**config.mk**
```make
export PLATFORM = sky130hd
export DESIGN_NAME = base64_stream_codec
export DESIGN_NICKNAME = d
export VERILOG_FILES = /design/src/hw/rtl/b64c_pkg.sv /design/src/hw/rtl/b64c_front.sv /design/src/hw/rtl/b64c_fifo.sv /design/src/hw/rtl/b64c_back.sv /design/src/hw/rtl/base64_stream_codec.sv
export SDC_FILE = /design/constraint.sdc
export NUM_CORES = 1
export LEC_CHECK = 0
export CORE_ASPECT_RATIO = 2
export CORE_UTILIZATION = 55
export CTS_CLUSTER_SIZE = 16
export DETAILED_ROUTE_END_ITERATION = 12
export DONT_BUFFER_PORTS = 1
export GPL_ROUTABILITY_DRIVEN = 1
export PLACE_DENSITY_LB_ADDON = 0.2
export SLEW_MARGIN = 20
export SYNTH_ARGS = -nofsm -noshare
export SYNTH_HDL_FRONTEND = slang
export SYNTH_SLANG_ARGS = --single-unit
```
**constraint.sdc**
```tcl
create_clock -name clock -period 4.7 [get_ports clock]
set_input_delay 0.705 -clock clock [delete_from_list [all_inputs] [get_ports clock]]
set_output_delay 0.705 -clock clock [all_outputs]
set_load 0.05 [all_outputs]
```
**src/hw/rtl/b64c_pkg.sv**
```systemverilog
// Shared types, constants and alphabet functions for the base64 stream codec.
`timescale 1ns / 1ps

package b64c_pkg;

   localparam int QUEUE_DEPTH_DEF = 2;

   localparam logic MODE_ENCODE = 1'b0;
   localparam logic MODE_DECODE = 1'b1;

   localparam logic [7:0] PAD_CHAR   = 8'h3D;  // '='
   localparam logic [7:0] PLUS_CHAR  = 8'h2B;  // '+'
   localparam logic [7:0] SLASH_CHAR = 8'h2F;  // '/'

   typedef struct packed {
      logic [7:0] in_byte;
      logic       in_last;
   } req_type;

   typedef struct packed {
      logic [7:0] out_byte;
      logic       out_last;
      logic       bad_input;
   } rsp_type;

   // One finished group handed from front to back.
   typedef struct packed {
      logic        mode;     // MODE_ENCODE or MODE_DECODE
      logic        last;     // group closes the stream
      logic        bad;      // bad_input on every result of the group
      logic [1:0]  enc_cnt;  // encode: bytes in group; chars 0..enc_cnt carry data
      logic [1:0]  cnt_m1;   // number of results minus one
      logic [23:0] bits;     // group bits, MSB first
   } job_type;

   // Sextet to alphabet character.
   function automatic logic [7:0] sextet_char(input logic [5:0] s);
      logic [7:0] c;
      if (s < 6'd26) begin
         c = 8'h41 + {2'b00, s};
      end else if (s < 6'd52) begin
         c = 8'h61 + {2'b00, s - 6'd26};
      end else if (s < 6'd62) begin
         c = 8'h30 + {2'b00, s - 6'd52};
      end else if (s == 6'd62) begin
         c = PLUS_CHAR;
      end else begin
         c = SLASH_CHAR;
      end
      return c;
   endfunction

   // Character to {invalid, sextet}; invalid characters give sextet zero.
   function automatic logic [6:0] char_sextet(input logic [7:0] c);
      logic [6:0] r;
      if (c >= 8'h41 && c <= 8'h5A) begin
         r = {1'b0, 6'(c - 8'h41)};
      end else if (c >= 8'h61 && c <= 8'h7A) begin
         r = {1'b0, 6'(c - 8'h61 + 8'd26)};
      end else if (c >= 8'h30 && c <= 8'h39) begin
         r = {1'b0, 6'(c - 8'h30 + 8'd52)};
      end else if (c == PLUS_CHAR) begin
         r = {1'b0, 6'd62};
      end else if (c == SLASH_CHAR) begin
         r = {1'b0, 6'd63};
      end else begin
         r = {1'b1, 6'd0};
      end
      return r;
   endfunction

endpackage

```
**src/hw/rtl/b64c_front.sv**
```systemverilog
// Front end: mode register, input acceptance and group assembly.
`timescale 1ns / 1ps

module b64c_front (
   input  logic              clock,
   input  logic              reset,
   input  logic              csr_we,
   input  logic              csr_wdata,
   input  logic              req_valid,
   output logic              req_stall,
   input  b64c_pkg::req_type req_payload,
   input  logic              q_full,
   output logic              q_push,
   output b64c_pkg::job_type q_data
);
   import b64c_pkg::*;

   logic        mode_ff, mode_in;
   logic [1:0]  count_ff, count_in;
   logic [23:0] bits_ff, bits_in;
   logic        third_pad_ff, third_pad_in;
   logic        bad_ff, bad_in;

   logic        accept;
   logic        pad;
   logic [6:0]  lookup;
   logic [5:0]  sx;
   logic        bad_now;
   logic [23:0] bits_new;
   logic [2:0]  enc_next;
   logic [1:0]  dec_n_m1;

   assign req_stall = q_full;
   assign accept    = req_valid && !q_full;

   assign pad     = (req_payload.in_byte == PAD_CHAR);
   assign lookup  = char_sextet(req_payload.in_byte);
   assign sx      = (pad || lookup[6]) ? 6'd0 : lookup[5:0];
   assign bad_now = bad_ff || (!pad && lookup[6]);
   assign enc_next = {1'b0, count_ff} + 3'd1;

   always_comb begin
      bits_new = bits_ff;
      if (mode_ff == MODE_ENCODE) begin
         case (count_ff)
            2'd0:    bits_new[23:16] = req_payload.in_byte;
            2'd1:    bits_new[15:8]  = req_payload.in_byte;
            default: bits_new[7:0]   = req_payload.in_byte;
         endcase
      end else begin
         case (count_ff)
            2'd0:    bits_new[23:18] = sx;
            2'd1:    bits_new[17:12] = sx;
            2'd2:    bits_new[11:6]  = sx;
            default: bits_new[5:0]   = sx;
         endcase
      end
   end

   // Final group: each '=' in the last two places drops one byte.
   always_comb begin
      dec_n_m1 = 2'd2;
      if (req_payload.in_last) begin
         dec_n_m1 = 2'd2 - {1'b0, pad} - {1'b0, third_pad_ff};
      end
   end

   always_comb begin
      mode_in      = mode_ff;
      count_in     = count_ff;
      bits_in      = bits_ff;
      third_pad_in = third_pad_ff;
      bad_in       = bad_ff;
      q_push       = 1'b0;
      q_data       = '0;
      q_data.mode  = mode_ff;
      q_data.last  = req_payload.in_last;
      if (csr_we) begin
         mode_in      = csr_wdata;
         count_in     = 2'd0;
         bits_in      = '0;
         third_pad_in = 1'b0;
         bad_in       = 1'b0;
      end else if (accept) begin
         if (mode_ff == MODE_ENCODE) begin
            if (enc_next == 3'd3 || req_payload.in_last) begin
               q_push         = 1'b1;
               q_data.bits    = bits_new;
               q_data.cnt_m1  = 2'd3;
               q_data.enc_cnt = enc_next[1:0];
               count_in       = 2'd0;
               bits_in        = '0;
            end else begin
               count_in = enc_next[1:0];
               bits_in  = bits_new;
            end
         end else begin
            if (count_ff != 2'd3) begin
               if (req_payload.in_last) begin
                  // length error: one zero byte flagged bad
                  q_push        = 1'b1;
                  q_data.bad    = 1'b1;
                  q_data.cnt_m1 = 2'd0;
                  count_in      = 2'd0;
                  bits_in       = '0;
                  third_pad_in  = 1'b0;
                  bad_in        = 1'b0;
               end else begin
                  count_in = count_ff + 2'd1;
                  bits_in  = bits_new;
                  bad_in   = bad_now;
                  if (count_ff == 2'd2) begin
                     third_pad_in = pad;
                  end
               end
            end else begin
               q_push        = 1'b1;
               q_data.bits   = bits_new;
               q_data.bad    = bad_now;
               q_data.cnt_m1 = dec_n_m1;
               count_in      = 2'd0;
               bits_in       = '0;
               third_pad_in  = 1'b0;
               bad_in        = 1'b0;
            end
         end
      end
   end

   always_ff @(posedge clock) begin
      if (reset) begin
         mode_ff      <= MODE_ENCODE;
         count_ff     <= 2'd0;
         bits_ff      <= '0;
         third_pad_ff <= 1'b0;
         bad_ff       <= 1'b0;
      end else begin
         mode_ff      <= mode_in;
         count_ff     <= count_in;
         bits_ff      <= bits_in;
         third_pad_ff <= third_pad_in;
         bad_ff       <= bad_in;
      end
   end

endmodule

```
**src/hw/rtl/b64c_fifo.sv**
```systemverilog
// Small group queue between front and back.
`timescale 1ns / 1ps

module b64c_fifo #(
   parameter int DEPTH = b64c_pkg::QUEUE_DEPTH_DEF
) (
   input  logic              clock,
   input  logic              reset,
   input  logic              push,
   input  b64c_pkg::job_type push_data,
   output logic              full,
   input  logic              pop,
   output logic              q_valid,
   output b64c_pkg::job_type pop_data
);
   import b64c_pkg::*;

   localparam int PTR_W = (DEPTH > 1) ? $clog2(DEPTH) : 1;
   localparam int CNT_W = $clog2(DEPTH + 1);

   job_type            mem_ff [DEPTH];
   logic [PTR_W-1:0]   wr_ptr_ff, wr_ptr_in;
   logic [PTR_W-1:0]   rd_ptr_ff, rd_ptr_in;
   logic [CNT_W-1:0]   count_ff, count_in;

   assign full     = (count_ff == CNT_W'(DEPTH));
   assign q_valid  = (count_ff != '0);
   assign pop_data = mem_ff[rd_ptr_ff];

   always_comb begin
      wr_ptr_in = wr_ptr_ff;
      rd_ptr_in = rd_ptr_ff;
      count_in  = count_ff;
      if (push) begin
         wr_ptr_in = (wr_ptr_ff == PTR_W'(DEPTH - 1)) ? '0 : wr_ptr_ff + 1'b1;
      end
      if (pop) begin
         rd_ptr_in = (rd_ptr_ff == PTR_W'(DEPTH - 1)) ? '0 : rd_ptr_ff + 1'b1;
      end
      if (push && !pop) begin
         count_in = count_ff + 1'b1;
      end else if (pop && !push) begin
         count_in = count_ff - 1'b1;
      end
   end

   always_ff @(posedge clock) begin
      if (push) begin
         mem_ff[wr_ptr_ff] <= push_data;
      end
   end

   always_ff @(posedge clock) begin
      if (reset) begin
         wr_ptr_ff <= '0;
         rd_ptr_ff <= '0;
         count_ff  <= '0;
      end else begin
         wr_ptr_ff <= wr_ptr_in;
         rd_ptr_ff <= rd_ptr_in;
         count_ff  <= count_in;
      end
   end

   a_no_overflow: assert property (@(posedge clock) disable iff (reset)
      !(push && full && !pop)) else $error("queue overflow");
   a_no_underflow: assert property (@(posedge clock) disable iff (reset)
      pop |-> q_valid) else $error("queue underflow");
   a_count_bound: assert property (@(posedge clock) disable iff (reset)
      count_ff <= CNT_W'(DEPTH)) else $error("queue count out of range");

endmodule

```
**src/hw/rtl/b64c_back.sv**
```systemverilog
// Back end: expands one group into its results through an output register.
`timescale 1ns / 1ps

module b64c_back (
   input  logic              clock,
   input  logic              reset,
   input  logic              q_valid,
   input  b64c_pkg::job_type q_data,
   output logic              q_pop,
   output logic              rsp_valid,
   input  logic              rsp_stall,
   output b64c_pkg::rsp_type rsp_payload
);
   import b64c_pkg::*;

   job_type    job_ff, job_in;
   logic       job_valid_ff, job_valid_in;
   logic [1:0] idx_ff, idx_in;
   logic       rsp_valid_ff, rsp_valid_in;
   rsp_type    rsp_ff, rsp_in;

   logic       adv;
   logic       fin;
   rsp_type    result;
   logic [5:0] sx;
   logic [7:0] byte_sel;

   assign adv   = job_valid_ff && (!rsp_valid_ff || !rsp_stall);
   assign fin   = adv && (idx_ff == job_ff.cnt_m1);
   assign q_pop = q_valid && (!job_valid_ff || fin);

   always_comb begin
      case (idx_ff)
         2'd0:    sx = job_ff.bits[23:18];
         2'd1:    sx = job_ff.bits[17:12];
         2'd2:    sx = job_ff.bits[11:6];
         default: sx = job_ff.bits[5:0];
      endcase
      case (idx_ff)
         2'd0:    byte_sel = job_ff.bits[23:16];
         2'd1:    byte_sel = job_ff.bits[15:8];
         default: byte_sel = job_ff.bits[7:0];
      endcase
   end

   always_comb begin
      result.out_last  = job_ff.last && (idx_ff == job_ff.cnt_m1);
      result.bad_input = job_ff.bad;
      if (job_ff.mode == MODE_ENCODE) begin
         result.out_byte = (idx_ff <= job_ff.enc_cnt) ? sextet_char(sx) : PAD_CHAR;
      end else begin
         result.out_byte = byte_sel;
      end
   end

   always_comb begin
      job_in       = q_pop ? q_data : job_ff;
      job_valid_in = q_pop ? 1'b1 : (fin ? 1'b0 : job_valid_ff);
      idx_in       = (q_pop || fin) ? 2'd0 : (adv ? idx_ff + 2'd1 : idx_ff);
      rsp_valid_in = adv ? 1'b1 : (rsp_stall ? rsp_valid_ff : 1'b0);
      rsp_in       = adv ? result : rsp_ff;
   end

   always_ff @(posedge clock) begin
      job_ff <= job_in;
      rsp_ff <= rsp_in;
   end

   always_ff @(posedge clock) begin
      if (reset) begin
         job_valid_ff <= 1'b0;
         idx_ff       <= 2'd0;
         rsp_valid_ff <= 1'b0;
      end else begin
         job_valid_ff <= job_valid_in;
         idx_ff       <= idx_in;
         rsp_valid_ff <= rsp_valid_in;
      end
   end

   assign rsp_valid   = rsp_valid_ff;
   assign rsp_payload = rsp_ff;

   a_idx_bound: assert property (@(posedge clock) disable iff (reset)
      job_valid_ff |-> idx_ff <= job_ff.cnt_m1) else $error("result index past group");
   a_enc_four: assert property (@(posedge clock) disable iff (reset)
      (job_valid_ff && job_ff.mode == MODE_ENCODE) |-> job_ff.cnt_m1 == 2'd3)
      else $error("encode group not four characters");
   a_dec_three: assert property (@(posedge clock) disable iff (reset)
      (job_valid_ff && job_ff.mode == MODE_DECODE) |-> job_ff.cnt_m1 != 2'd3)
      else $error("decode group over three bytes");

endmodule

```
**src/hw/rtl/base64_stream_codec.sv**
```systemverilog
// Top level of the streaming base64 encoder/decoder.
`timescale 1ns / 1ps

// Usage
//   req_*: one byte (encode) or character (decode) per transfer, in_last
//   closes a stream. rsp_*: one character or byte per transfer.
//   csr_we/csr_wdata: mode, 0 = encode, 1 = decode. Write only while idle;
//   a write drops any partial group.
// Structure
//   Front assembles groups and pushes one entry per finished group into a
//   QUEUE_DEPTH deep queue; back expands each entry into 1..4 results, one
//   per cycle while rsp_stall is low, through a registered output.
// Result path / throughput
//   First result of a completed group passes the queue, the back end's job
//   register and the output register before it is valid.
//   The back end emits one result per cycle while rsp_stall is low; encode
//   is bound by the output channel (4 chars per 3 bytes), decode by the
//   input at one character per cycle.
// Reset / stall
//   Synchronous reset clears mode to encode, the group state, queue and
//   output. When rsp_stall holds, the output register keeps its transfer;
//   the queue fills and req_stall rises once it is full.
module base64_stream_codec #(
   parameter int QUEUE_DEPTH = b64c_pkg::QUEUE_DEPTH_DEF
) (
   input  logic              clock,
   input  logic              reset,
   input  logic              csr_we,
   input  logic              csr_wdata,
   input  logic              req_valid,
   output logic              req_stall,
   input  b64c_pkg::req_type req_payload,
   output logic              rsp_valid,
   input  logic              rsp_stall,
   output b64c_pkg::rsp_type rsp_payload
);
   import b64c_pkg::*;

   logic    q_full;
   logic    q_push;
   job_type q_wdata;
   logic    q_pop;
   logic    q_valid;
   job_type q_rdata;

   b64c_front u_front (
      .clock       (clock),
      .reset       (reset),
      .csr_we      (csr_we),
      .csr_wdata   (csr_wdata),
      .req_valid   (req_valid),
      .req_stall   (req_stall),
      .req_payload (req_payload),
      .q_full      (q_full),
      .q_push      (q_push),
      .q_data      (q_wdata)
   );

   b64c_fifo #(
      .DEPTH (QUEUE_DEPTH)
   ) u_fifo (
      .clock     (clock),
      .reset     (reset),
      .push      (q_push),
      .push_data (q_wdata),
      .full      (q_full),
      .pop       (q_pop),
      .q_valid   (q_valid),
      .pop_data  (q_rdata)
   );

   b64c_back u_back (
      .clock       (clock),
      .reset       (reset),
      .q_valid     (q_valid),
      .q_data      (q_rdata),
      .q_pop       (q_pop),
      .rsp_valid   (rsp_valid),
      .rsp_stall   (rsp_stall),
      .rsp_payload (rsp_payload)
   );

endmodule

```
==> impl_metrics.yaml <==
outcome:
  status: "finished, final reports clean"
timing:
  finalSetupViolations: 0
  finalCritPeriodShare_pct: 81.3
  fin_worst_skew_ns: 0.0125
  period_minus_slack_ns: 3.82
  rsz0062_at_grt: "false"
  finalSetupTns_ns: 0
  slew_viol_final: 0
  whs_ns: 0.350
  max_slew_margin_pct: 37.1
  clock.fmax_ghz: 0.262
  worst_pin_slew_ns: 0.938
  hold_viol: 0
routing:
  post_drt_wl_per_cell_um: 23.8
  drt_iter0_drc: 370
  viasPerCell: 6.64
  via_count: 5844
  drtPass1Iterations: 5
  finalWirelength_um: 20900
  ant_nets: 0
  drc: 0
global_routing:
  grt_use_total_pct: 30.0
  grt_pass1_vias: 5946
  antenna_found_initial: 0
  grt_max_degree: 41
  grt_pass1_wl_um: 31900
  globalRouteOverflowTotal: 0
final_layout:
  fin_nets: 759
  multi_input_area_um2: 3570
  synthToLayoutAreaGrowth_pct: 9.33
  fin_util_pct: 62.1
  antennaDiodeCount: 0
  fillerInstances: 1106
  drive_gt1_share_pct: 15.4
  seq_area_um2: 3830
setup_path:
  r2r-start: "u_back.idx_ff[1]"
  cp_cell_sequence: "inv_1 > ha_1 > buf_4 > a222oi_1 > a21oi_2 > ha_1 > a211oi_1 > a211oi_2 > a21oi_1 > nor3_1 > a211oi_1 > o22ai_1"
  reg2regPathDepth: 12
  reg2reg_to: "u_back.rsp_payload[3]"
  slowest_stage: "a222oi_1"
  critPathBufInv: 2
  start_kind: "flip-flop"
  cpLargestDelayFamily: "compound AO/OA/AOI/OAI gates"
  end_kind: "flip-flop"
  startpoint: "u_back.idx_ff[1]"
  crit_fanout: 15
  worstPathRequired_ns: 4.86
  r2r_slack_ns: 0.88
  cp.arrival_ns: 3.98
  crit_type: "reg2reg"
  crit_cells: 12
  crit_path_end: "u_back.rsp_payload[3]"
  max_stage_delay_ns: 0.75
die:
  die_h_um: 169
  io_pins: 27
  initial_utilization_pct: 56.8
  core_area_um2: 13500
  die_area_um2: 14500
  fp-row-count: 60
  die_w_um: 85.5
yosys:
  synth_area_per_cell_um2: 10.6
  async_flop_share_pct: 0
  ys_types: 76
  syn_nets: 768
  synth.ff_latch_count: 140
  synth_edf_count: 103
  synth_warnings: 0
  ys_seq_area_share_pct: 50.0
  synth_area_um2: 7670
  synth_top_flop_cell: "edfxtp_1"
  synthCells: 721
hold_path:
  hold_depth: 1
  hold_path.class: "in2reg"
power_and_ir_drop:
  ir_drop_mv: 0.274
  p_leak_nw: 2.93
  p_per_area_nw_per_um2: 616
clocking:
  clockBufferDepth: 2
  clk-insertion-delay-late_ns: 0.42
  root_buffer: "clkbuf_16"
  cts.clk_slew.worst_paths_ns: 0.06
  cts_hold_buf: 0
  htreeDepth: 4
  numCtsBuffers: 17
  cts_sinks: 140
  cts_tree: "done"
  post_cts_resized: 0
  post-cts-setup-buffers: 0
placement:
  dp_hpwl_um: 15700
  globalplace.congestion: 1.02
  port-buffer-count: 0
run:
  cap_violations: 0
[registers in the layout (all words and copies together), names as in the netlist]
register	flops
u_fifo.rd_ptr_ff	1
u_back.rsp_valid	1
u_fifo.wr_ptr_ff	1
u_back.rsp_payload	10
u_front.bad_ff	1
u_front.count_ff	2
u_back.job_valid_ff	1
u_fifo.count_ff	2
u_back.idx_ff	2
u_front.third_pad_ff	1
u_fifo.mem_ff	62
u_back.job_ff	31
u_front.bits_ff	24
u_front.mode_ff	1
[worst min path at each step]
stage / start / endpoint / slack, ns
after global routing: reset / u_fifo.count_ff[1] / 0.33
after floorplan: u_back.job_ff[28] / u_back.rsp_payload[0] / 0.40
after global placement: u_back.job_ff[28] / u_back.rsp_payload[0] / 0.40
after detailed placement: u_back.job_ff[28] / u_back.rsp_payload[0] / 0.43
after CTS: reset / u_fifo.count_ff[1] / 0.33
final: reset / u_fifo.count_ff[1] / 0.35
[placed cells by master, fill, tap and decap left out, drive strengths merged, types with 7 or more instances in the layout]
cell    instances
nor2b          14
a21oi          67
a311oi          7
edfxtp        103
ha             32
nor2           54
nand2          46
mux2i           9
buf            13
clkbuf         19
inv            35
a211oi         18
o21ai          43
mux2           33
a31oi          19
xnor2           7
dfxtp          37
and3            8
o22ai           7
nor3           16
xor2            8
nand2b         10
nand3          20
[cells in the mapped netlist, types with 5 or more instances]
| library cell | n | area (µm²) |
|---|---|---|
| edfxtp_1 | 103 | 3090 |
| a21oi_1 | 62 | 310 |
| nor2_1 | 53 | 199 |
| nand2_1 | 46 | 173 |
| o21ai_0 | 40 | 200 |
| dfxtp_1 | 37 | 741 |
| mux2_2 | 33 | 372 |
| ha_1 | 32 | 400 |
| clkbuf_1 | 30 | 113 |
| inv_1 | 28 | 105 |
| nand3_1 | 19 | 95.1 |
| a31oi_1 | 18 | 113 |
| nor3_1 | 15 | 75.1 |
| a211oi_1 | 14 | 105 |
| nor2b_1 | 14 | 87.6 |
| nand2b_1 | 10 | 62.6 |
| mux2i_1 | 9 | 90.1 |
| and3_1 | 8 | 50.1 |
| xor2_1 | 8 | 70.1 |
| o22ai_1 | 7 | 43.8 |
| nor4_1 | 6 | 37.5 |
| xnor2_1 | 6 | 52.6 |
| a21oi_2 | 5 | 43.8 |
| a221oi_1 | 5 | 43.8 |
| a222oi_1 | 5 | 50.1 |
| a311oi_1 | 5 | 43.8 |
| a32oi_1 | 5 | 43.8 |
| or3_1 | 5 | 31.3 |
[kinds of logic after synthesis]
kind of cell | Yosys count | share of synthesized area (%)
AOI/OAI and AO/OA | 221 | 20.2
and+or+nand+nor | 201 | 13.2
xor gates and xnor gates | 15 | 1.81
adders and majority gates | 32 | 5.22
buffers and inverters | 70 | 3.68
DFF | 140 | 50.0
muxes | 42 | 6.02
[layout make-up]
class / count / area share (%)
Tap cell: 155 / 2.31
Multi-Input combinational cell: 511 / 42.5
Timing Repair Buffer: 13 / 1.16
Clock inverter: 13 / 1.48
Inverter: 29 / 1.30
Clock buffer: 19 / 5.53
Sequential cell: 140 / 45.7
[metal layers]
metal	vias up	GRT usage [%]	wire, µm
met5	-	0	0
met4	0	21.5	1550
met3	88	5.75	850
met2	243	58.3	11800
met1	2799	26.4	6740
li1	2714	-	-
[report_power, final]
part | switching, mW | total (mW) | leakage [nW] | internal [mW]
registers | 0.296 | 1.94 | 1.26 | 1.64
logic | 1.22 | 1.91 | 1.38 | 0.690
clock network | 0.533 | 1.32 | 0.296 | 0.785
total | 2.05 | 5.17 | 2.93 | 3.12
[per-stage QoR]
| step | cell area [µm²] | setup WS, ns | instances | power [mW] |
|---|---|---|---|---|
| after detailed placement | 7800 | 0.898 | 848 | 3.82 |
| after CTS | 8390 | 0.856 | 880 | 5.14 |
| final | 8390 | 0.878 | 880 | 5.17 |
| after floorplan | 7670 | 0.910 | 721 | 3.19 |
| after global placement | 7800 | 0.990 | 848 | 3.79 |
| after global routing | 8390 | 0.587 | 880 | 5.37 |
Power figures use the tool's default switching activity.
